`src/design/rkla_pkg.sv`:
```
package rkla_pkg;

    // Fixed field widths
    localparam int CMD_W   = 3;
    localparam int CPU_W   = 5;
    localparam int DEPTH_W = 8;
    localparam int CPUS    = 32;

    // Configuration port
    localparam int APB_DW  = 32;
    localparam int APB_AW  = 3;
    localparam int ONLINE_W = 6;
    localparam logic [ONLINE_W-1:0] MIN_ONLINE = ONLINE_W'(2);
    localparam logic [ONLINE_W-1:0] ONLINE_RST = ONLINE_W'(1);
    localparam logic [DEPTH_W-1:0]  DEPTH_MAX  = '1;

    // Register indexes (word address = paddr[APB_AW-1:2])
    localparam logic [APB_AW-3:0] REG_SCHED  = 1'b0;
    localparam logic [APB_AW-3:0] REG_ONLINE = 1'b1;

    typedef enum logic [CMD_W-1:0] {
        CMD_ENTER   = 3'd0,
        CMD_TRY     = 3'd1,
        CMD_REL_ONE = 3'd2,
        CMD_REL_ALL = 3'd3,
        CMD_QUERY   = 3'd4
    } cmd_t;

    typedef struct packed {
        logic [CMD_W-1:0] cmd;
        logic [CPU_W-1:0] cpu;
    } req_t;

    typedef struct packed {
        logic               granted;
        logic               held;
        logic [DEPTH_W-1:0] depth;
    } res_t;

endpackage

```
`src/design/recursive_kernel_lock_arbiter.sv`:
```
// Recursive kernel lock arbiter: one lock shared by the CPUs of a cluster.
//
// Request channel: in_valid/in_ready carry command and requester. Commands
// are enter, timer try-enter, release one level, release all, and query.
// Response channel: out_valid/out_ready carry granted, held_by_requester and
// nest_depth, one response per request, in request order.
// Configuration: APB write of scheduler_running (0x0) and online_cpus (0x4);
// the lock only arbitrates when the scheduler runs and two or more CPUs are
// online. Write configuration only while no request is in flight.
//
// The request transfer loads the request register, and the response register
// takes the result once its slot is free or draining. One request is taken
// every cycle while out_ready stays high: a request register feeds one level
// of compare/update logic into the response register.
// When the receiver stalls, the response holds, the request register fills,
// and in_ready drops until out_ready returns.
// Reset frees the lock, clears the nesting depth and the boot-CPU waiting
// flag, clears scheduler_running and sets online_cpus to one.
module recursive_kernel_lock_arbiter (
    input  logic                                clk,
    input  logic                                rst_n,
    input  logic                                in_valid,
    output logic                                in_ready,
    input  logic [rkla_pkg::CMD_W-1:0]          command,
    input  logic [rkla_pkg::CPU_W-1:0]          requester,
    output logic                                out_valid,
    input  logic                                out_ready,
    output logic                                granted,
    output logic                                held_by_requester,
    output logic [rkla_pkg::DEPTH_W-1:0]        nest_depth,
    input  logic                                psel,
    input  logic                                penable,
    input  logic                                pwrite,
    input  logic [rkla_pkg::APB_AW-1:0]         paddr,
    input  logic [rkla_pkg::APB_DW-1:0]         pwdata,
    output logic [rkla_pkg::APB_DW-1:0]         prdata,
    output logic                                pready
);
    import rkla_pkg::*;

    logic  req_valid_reg;
    logic  req_valid_next;
    req_t  req_reg;
    logic  rsp_valid_reg;
    logic  rsp_valid_next;
    res_t  rsp_reg;
    res_t  core_res;
    logic  gate_open;
    logic  in_xfer;
    logic  advance;

    assign pready = 1'b1;

    rkla_cfg_regs u_cfg (
        .clk       (clk),
        .rst_n     (rst_n),
        .psel      (psel),
        .penable   (penable),
        .pwrite    (pwrite),
        .paddr     (paddr),
        .pwdata    (pwdata),
        .prdata    (prdata),
        .gate_open (gate_open)
    );

    // Advance the request into the response register whenever that slot is
    // free or being drained this cycle.
    assign advance  = req_valid_reg && (!rsp_valid_reg || out_ready);
    assign in_ready = !req_valid_reg || advance;
    assign in_xfer  = in_valid && in_ready;

    rkla_lock_core u_core (
        .clk       (clk),
        .rst_n     (rst_n),
        .fire      (advance),
        .gate_open (gate_open),
        .req       (req_reg),
        .res       (core_res)
    );

    always_comb
    begin
        req_valid_next = req_valid_reg;
        if (in_xfer)
            req_valid_next = 1'b1;
        else if (advance)
            req_valid_next = 1'b0;

        rsp_valid_next = rsp_valid_reg;
        if (advance)
            rsp_valid_next = 1'b1;
        else if (out_ready)
            rsp_valid_next = 1'b0;
    end

    always_ff @(posedge clk or negedge rst_n)
    begin
        if (!rst_n)
        begin
            req_valid_reg <= 1'b0;
            rsp_valid_reg <= 1'b0;
        end
        else
        begin
            req_valid_reg <= req_valid_next;
            rsp_valid_reg <= rsp_valid_next;
        end
    end

    // Payload registers: load on transfer, hold otherwise
    always_ff @(posedge clk)
    begin
        if (in_xfer)
        begin
            req_reg.cmd <= command;
            req_reg.cpu <= requester;
        end
        if (advance)
            rsp_reg <= core_res;
    end

    assign out_valid         = rsp_valid_reg;
    assign granted           = rsp_reg.granted;
    assign held_by_requester = rsp_reg.held;
    assign nest_depth        = rsp_reg.depth;

endmodule

```
`src/design/rkla_cfg_regs.sv`:
```
module rkla_cfg_regs (
    input  logic                         clk,
    input  logic                         rst_n,
    input  logic                         psel,
    input  logic                         penable,
    input  logic                         pwrite,
    input  logic [rkla_pkg::APB_AW-1:0]  paddr,
    input  logic [rkla_pkg::APB_DW-1:0]  pwdata,
    output logic [rkla_pkg::APB_DW-1:0]  prdata,
    output logic                         gate_open
);
    import rkla_pkg::*;

    logic                sched_reg;
    logic                sched_next;
    logic [ONLINE_W-1:0] online_reg;
    logic [ONLINE_W-1:0] online_next;
    logic                wr_en;
    logic [APB_AW-3:0]   word_addr;

    assign wr_en     = psel && penable && pwrite;
    assign word_addr = paddr[APB_AW-1:2];

    always_comb
    begin
        sched_next  = sched_reg;
        online_next = online_reg;
        if (wr_en)
        begin
            case (word_addr)
                REG_SCHED:  sched_next  = pwdata[0];
                REG_ONLINE: online_next = pwdata[ONLINE_W-1:0];
                default:    ;
            endcase
        end
    end

    always_ff @(posedge clk or negedge rst_n)
    begin
        if (!rst_n)
        begin
            sched_reg  <= 1'b0;
            online_reg <= ONLINE_RST;
        end
        else
        begin
            sched_reg  <= sched_next;
            online_reg <= online_next;
        end
    end

    always_comb
    begin
        case (word_addr)
            REG_SCHED:  prdata = {{(APB_DW-1){1'b0}}, sched_reg};
            REG_ONLINE: prdata = {{(APB_DW-ONLINE_W){1'b0}}, online_reg};
            default:    prdata = '0;
        endcase
    end

    assign gate_open = sched_reg && (online_reg >= MIN_ONLINE);

endmodule

```
`src/design/rkla_lock_core.sv`:
```
module rkla_lock_core (
    input  logic           clk,
    input  logic           rst_n,
    input  logic           fire,
    input  logic           gate_open,
    input  rkla_pkg::req_t req,
    output rkla_pkg::res_t res
);
    import rkla_pkg::*;

    logic               owner_valid_reg;
    logic               owner_valid_next;
    logic [CPU_W-1:0]   owner_cpu_reg;
    logic [CPU_W-1:0]   owner_cpu_next;
    logic [DEPTH_W-1:0] depth_reg;
    logic [DEPTH_W-1:0] depth_next;
    logic               waiting_reg;
    logic               waiting_next;

    logic [CPU_W-1:0]   cpu;
    logic               is_boot;
    logic               is_owner;
    logic               timer;
    logic               granted;

    // Out-of-range requesters map onto the boot CPU
    assign cpu      = (32'(req.cpu) < CPUS) ? req.cpu : '0;
    assign is_boot  = (cpu == '0);
    assign is_owner = owner_valid_reg && (owner_cpu_reg == cpu);
    assign timer    = (req.cmd == CMD_TRY);

    always_comb
    begin
        owner_valid_next = owner_valid_reg;
        owner_cpu_next   = owner_cpu_reg;
        depth_next       = depth_reg;
        waiting_next     = waiting_reg;
        granted          = 1'b0;
        case (req.cmd)
            CMD_ENTER, CMD_TRY:
            begin
                if (!gate_open)
                    granted = 1'b1;
                else if (is_owner)
                begin
                    granted = 1'b1;
                    if (depth_reg != DEPTH_MAX)
                        depth_next = depth_reg + 1'b1;
                end
                else if (timer && !is_boot && waiting_reg)
                    granted = 1'b0;
                else if (!owner_valid_reg)
                begin
                    granted          = 1'b1;
                    owner_valid_next = 1'b1;
                    owner_cpu_next   = cpu;
                    depth_next       = DEPTH_W'(1);
                    if (is_boot)
                        waiting_next = 1'b0;
                end
                else if (!timer && is_boot)
                    waiting_next = 1'b1;
            end
            CMD_REL_ONE:
            begin
                if (is_owner && depth_reg != '0)
                begin
                    depth_next = depth_reg - 1'b1;
                    if (depth_reg == DEPTH_W'(1))
                    begin
                        owner_valid_next = 1'b0;
                        owner_cpu_next   = '0;
                    end
                end
            end
            CMD_REL_ALL:
            begin
                if (gate_open && is_owner)
                begin
                    owner_valid_next = 1'b0;
                    owner_cpu_next   = '0;
                    depth_next       = '0;
                end
            end
            default: ;
        endcase
    end

    assign res.granted = granted;
    assign res.held    = owner_valid_next && (owner_cpu_next == cpu) && (depth_next != '0);
    assign res.depth   = depth_next;

    // Commit the update only when the item moves into the result register
    always_ff @(posedge clk or negedge rst_n)
    begin
        if (!rst_n)
        begin
            owner_valid_reg <= 1'b0;
            owner_cpu_reg   <= '0;
            depth_reg       <= '0;
            waiting_reg     <= 1'b0;
        end
        else if (fire)
        begin
            owner_valid_reg <= owner_valid_next;
            owner_cpu_reg   <= owner_cpu_next;
            depth_reg       <= depth_next;
            waiting_reg     <= waiting_next;
        end
    end

endmodule

```
`config.mk`:
```
export PLATFORM = sky130hd
export DESIGN_NAME = recursive_kernel_lock_arbiter
export DESIGN_NICKNAME = d
export VERILOG_FILES = /design/src/design/rkla_pkg.sv /design/src/design/recursive_kernel_lock_arbiter.sv /design/src/design/rkla_cfg_regs.sv /design/src/design/rkla_lock_core.sv
export SDC_FILE = /design/constraint.sdc
export NUM_CORES = 1
export LEC_CHECK = 0
export ABC_CLOCK_PERIOD_IN_PS = 2360
export BUFFER_PORTS_ARGS = -buffer_cell sky130_fd_sc_hd__buf_2
export CORE_MARGIN = 2
export CORE_UTILIZATION = 46
export CTS_CLUSTER_DIAMETER = 150
export DETAILED_ROUTE_END_ITERATION = 12
export PLACE_DENSITY = 0.78
export SLEW_MARGIN = 20
export SYNTH_ARGS = -nofsm -noshare
export SYNTH_HDL_FRONTEND = slang
export SYNTH_SLANG_ARGS = --single-unit
```
`constraint.sdc`:
```
create_clock -name clk -period 2.36 [get_ports clk]
set_input_delay 0.118 -clock clk [delete_from_list [all_inputs] [get_ports clk]]
set_output_delay 0.118 -clock clk [all_outputs]
set_load 0.05 [all_outputs]
```
Yosys cells after proc, flatten, opt, wreduce, memory -nomap -nowiden
Index checks and enable logic that the tools add are counted.
{"block": "totals", "in_bits": 50, "elab_cells": 92, "regBits": 42}
{"block": "classes", "muxes": 35, "bitwise_logic": 3, "reduce_logical": 30, "n_addsub": 2, "n_eq_ne": 8, "order_cmp": 1}
{"operator": "one-hot mux 32 bit (2 select lines)", "count": 1}
{"operator": "two-way mux 8 bit", "count": 7}
{"operator": "two-way mux 5 bit", "count": 7}
{"operator": "one-hot mux 8 bit (3 select lines)", "count": 1}
{"operator": "two-way mux 1 bit", "count": 17}
{"operator": "nonzero test 8 bit", "count": 2}
{"operator": "one-hot mux 5 bit (3 select lines)", "count": 1}
{"operator": "logical AND 1 bit", "count": 13}
{"operator": "== test 5 bit", "count": 2}
{"operator": "adder 8 x 1 -> 8 bit, second input constant", "count": 1}
{"operator": "== test 8 x 1 -> 1 bit, second input constant", "count": 1}
{"operator": "inequality test 8 bit, second input constant", "count": 1}
{"operator": "subtractor 8 x 1 -> 8 bit, second input constant", "count": 1}
{"operator": "AND reduction 7 bit", "count": 1}
{"operator": "== test 3 x 2 -> 1 bit, second input constant", "count": 2}
{"operator": "greater-or-equal comparator 6 x 2 -> 1 bit, second input constant", "count": 1}
{"operator": "nonzero test 2 bit", "count": 3}
{"operator": "zero test 5 bit", "count": 1}
{"operator": "zero test 1 bit", "count": 4}
{"operator": "AND reduction 2 bit", "count": 2}
{"operator": "== test 3 x 1 -> 1 bit, second input constant", "count": 1}
{"operator": "zero test 3 bit", "count": 1}
{"operator": "inverter 1 bit", "count": 3}
{"operator": "one-hot mux 1 bit (3 select lines)", "count": 1}
{"operator": "other kinds (3)", "count": 4}

Depth between registers and ports, before layout
{"block": "logic_depth", "ltp_word": 11, "mapped_depth": 11}

Modules after synthesis
A second synthesis with hierarchy kept.
{"block": "unflattened", "hier_cells": 287, "hier_area_um2": 2859.0}
{"module": "rkla_lock_core", "instances": 1, "seq_area_each_um2": 375.4, "cells_per_inst": 208, "area_per_inst_um2": 1669.1}
{"module": "recursive_kernel_lock_arbiter", "instances": 1, "seq_area_each_um2": 590.6, "cells_per_inst": 28, "area_per_inst_um2": 655.6}
{"module": "rkla_cfg_regs", "instances": 1, "seq_area_each_um2": 176.4, "cells_per_inst": 51, "area_per_inst_um2": 534.3}

Worst setup path before layout
No wires, ideal clock.
{"block": "synth_path", "kind": "register -> register", "start": "register req_reg[2] (netlist name)", "end": "register rsp_reg (netlist bit held_by_requester), data pin", "t_required_ns": 2.096, "synth_period_minus_slack_ns": 2.521, "setup_slack_ns": -0.161, "stages_incl_launch_ff": 9, "path_buffers": 0, "arrival_ns": 2.257, "path_cell_list": "edfxtp_1 -> xnor2_1 -> nand4_2 -> nor4_4 -> mux2i_1 -> nor2_1 -> a2111oi_4 -> nor4b_2 -> a31oi_1"}
{"item": "to (signal assigned)", "line_no": "recursive_kernel_lock_arbiter.sv:119", "text": "rsp_reg <= core_res;"}
{"item": "to (decl)", "line_no": "recursive_kernel_lock_arbiter.sv:46", "text": "res_t rsp_reg;"}

==> results.md <==
* MaxCap Viol Count at 0
* Register area share after synthesis at 0.4126
* CP Class: reg2reg
* Cells after synthesis at 282
* Row cnt at 28
* Via count at 2576
* Initial DRC count at 177
* Hold Path Sink: req_valid_reg
* Crit path time final at 2.619 ns
* Leak Pwr at 1.657 nW
* Starting Density at 0.4705
* DRT Pass-1 Iters at 4
* GRT overflow at 0
* #FFs+latches synth at 42
* Fmax at 0.3819 GHz
* Clock buffer count from CTS at 5
* CP startpoint kind: flip-flop
* Die area at 0.006656 mm²
* Antenna fix cells at 0
* Area Growth Syn to Fin at 37.46%
* Vias in the first global route at 2391
* Vias/cell at 5.528
* Final Instance Area at 0.003806 mm²
* Worst Hold Depth at 2
* WL per Instance at 16.03 µm
* Hold slack at 0.009734 ns
* CP Max Fanout at 5
* Total Wirelength at 7469 µm
* Syn avg cell area at 9.819 µm²
* Antenna Violating Nets Remaining at 0
* Slew Viols, Final at 0
* Post-synth ARST share at 0.5714
* R2R setup slack at -0.26 ns
* Reg2reg end: held_by_requester
* Top_reg_cell synth: dfrtp_1
* Input/output buffers at 39
* Util after Layout at 0.6467
* Post-synthesis cell area at 0.002769 mm²
* Nets at 444
* Hold Crit Class: in2reg
* Residual DRC count at 0
* Pwr/cell area at 823.5 mW/mm²
* H-tree depth at 2
* Die X at 81.59 µm
* CTS sink count at 42
* Worst slew pin tran at 0.5840 ns
* Placed Area at 0.003338 mm²
* Post-DP HPWL at 5100 µm
* Final worst slack at -0.2585 ns
* Reg2Reg Depth at 9
* Final Hold Fails at 0
* WP data arrival at 2.66 ns
* RSZ-0062 raised after global routing: true
* Tcrit/Tclk final at 1.110
* CP required at 2.41 ns
* Worst r2r src: u_cfg.online_reg[4]
* Clk Latency, worst-skew pair at 0.30 ns
* # IOs at 95
* Share of cells above drive strength 1 at 0.4373
* Relative slew slack at 0.6106
* Crit end category: flip-flop
* Setup Viol. Count Final at 9
* CTS clock-pin slew for the worst setup and hold paths at 0.08 ns
* Failing checks: negative setup slack
* Ys Warns at 0
* Post-synth cell types at 60
* CTS Buffer Depth at 2
* Core ar. at 0.005886 mm²
* Pre-CTS setup slack at -0.2967 ns
* First-pass GRT wire length at 11340 µm
* Post-synth EDFFs at 18
* Power Total at 3.134 mW
* Largest net degree at the start of global routing at 25
* Initial antenna violation count at 0
* Die height at 81.59 µm
* Clock Skew at 0.006995 ns
* CTS tree: built
* Hold path startpoint: in_valid
* Status: finished, violations left
* Routability cong. at 0.9185
* VDD IR-drop max at 555.4 µV
* Gr usage total at 0.2246
* Root buf cell: clkbuf_8
-- worst max path at each step --
| stage | cells after the start | startpoint | slack (ns) | end |
|---|---|---|---|---|
| 2_1_floorplan | 11 | u_core.depth_reg[0] | 0.005 | held_by_requester |
| 3_3_place_gp | 9 | req_reg[2] | -0.21 | held_by_requester |
| 3_5_place_dp | 9 | req_reg[2] | -0.30 | held_by_requester |
| 4_1_cts | 9 | u_cfg.online_reg[4] | -0.22 | held_by_requester |
| 5_1_grt | 9 | req_reg[0] | -0.37 | held_by_requester |
| 6_report | 9 | u_cfg.online_reg[4] | -0.26 | held_by_requester |
-- power by group --
group / internal, mW / switching (mW)
clock: 0.316 / 0.255
combinational: 0.681 / 0.857
sequential: 0.907 / 0.119
-- Yosys cell counts, types with 5 or more instances --
library cell | n | area share
a21oi_1 | 13 | 0.023
a22o_1 | 5 | 0.016
a31oi_1 | 7 | 0.016
and2_1 | 7 | 0.016
buf_4 | 29 | 0.079
dfrtp_1 | 23 | 0.21
edfxtp_1 | 18 | 0.20
inv_1 | 11 | 0.015
mux2_2 | 12 | 0.049
nand2_1 | 23 | 0.031
nand2b_1 | 8 | 0.018
nand3_1 | 12 | 0.022
nor2_1 | 17 | 0.023
nor3_1 | 10 | 0.018
o21ai_0 | 8 | 0.014
-- what timing repair did --
action	in CTS	in global routing
pin swaps	6	17
hold buffers	9	0
setup buffers	4	6
resized for setup	12	35
setup endpoints to repair	15	22
endpoints found under the hold margin	31	0
-- layer usage --
layer | GRT usage | share of wire | up-vias
li1 | - | - | 1200
met1 | 0.2798 | 0.41 | 1226
met2 | 0.3787 | 0.50 | 128
met3 | 0.05275 | 0.064 | 22
met4 | 0.08500 | 0.032 | 0
met5 | 0 | 0 | -
-- layout make-up --
| type | count | area, µm² |
|---|---|---|
| Clock buffer | 6 | 72.57 |
| Inverter | 12 | 45.04 |
| Tap cell | 75 | 93.84 |
| Multi-Input combinational cell | 217 | 1612 |
| Fill cell | 447 | 2079 |
| Sequential cell | 42 | 1144 |
| Timing Repair Buffer | 112 | 802.0 |
| Clock inverter | 2 | 37.54 |
-- worst max-delay path, cell delays in order, from the launching register on --
cell and delay [ns]:
dfrtp_1 0.38, or4_4 0.56, o21ai_4 0.25, nor4_4 0.07, buf_4 0.17, mux2i_1 0.16
nor2_1 0.09, a2111oi_4 0.29, nor4b_2 0.27, a31oi_1 0.11
-- through the flow --
step                      setup TNS [ns]  std cells
after detailed placement         -0.5666        439
final                            -0.6918        466
after floorplan                        0        307
after CTS                        -0.3429        460
after global placement           -0.2056        439
after global routing              -2.367        466
-- layout by cell type (no fill, tap or decap), types with 3 or more instances in the layout --
cell type	Yosys	final
buf_4	29	59
buf_2	3	39
conb_1	2	27
dfrtp_1	23	22
nand2_1	23	21
edfxtp_1	18	18
nor2_1	17	16
nand3_1	12	12
mux2_2	12	11
dlygate4sd3_1	0	9
inv_1	11	8
nand2b_1	8	8
a21oi_1	13	8
nor3_1	10	7
and2_1	7	7
a31oi_1	7	7
o21ai_1	0	5
a22o_1	5	5
clkbuf_8	0	5
xnor2_2	0	4
nand4_1	4	4
o211ai_1	4	4
inv_2	1	4
nor4_4	2	3
and3_1	4	3
nor3_2	1	3
a21oi_2	0	3
o21ai_0	8	3
ha_1	4	3
buf_6	1	3
-- cells by family (layout without fill, tap and decap cells) --
| group | after synthesis | after routing | share of synthesized area |
|---|---|---|---|
| flip-flops | 42 | 42 | 0.4126 |
| AND/OR/NAND/NOR | 108 | 108 | 0.2250 |
| XOR/XNOR | 5 | 5 | 0.01581 |
| adder cells (fa/ha/maj) | 4 | 4 | 0.01808 |
| AO/OA/AOI/OAI | 59 | 59 | 0.1613 |
| buffers and inverters | 48 | 132 | 0.1084 |
| other | 2 | 27 | 0.002712 |
| multiplexers | 14 | 14 | 0.05603 |
(Power assumes the default switching activity.)
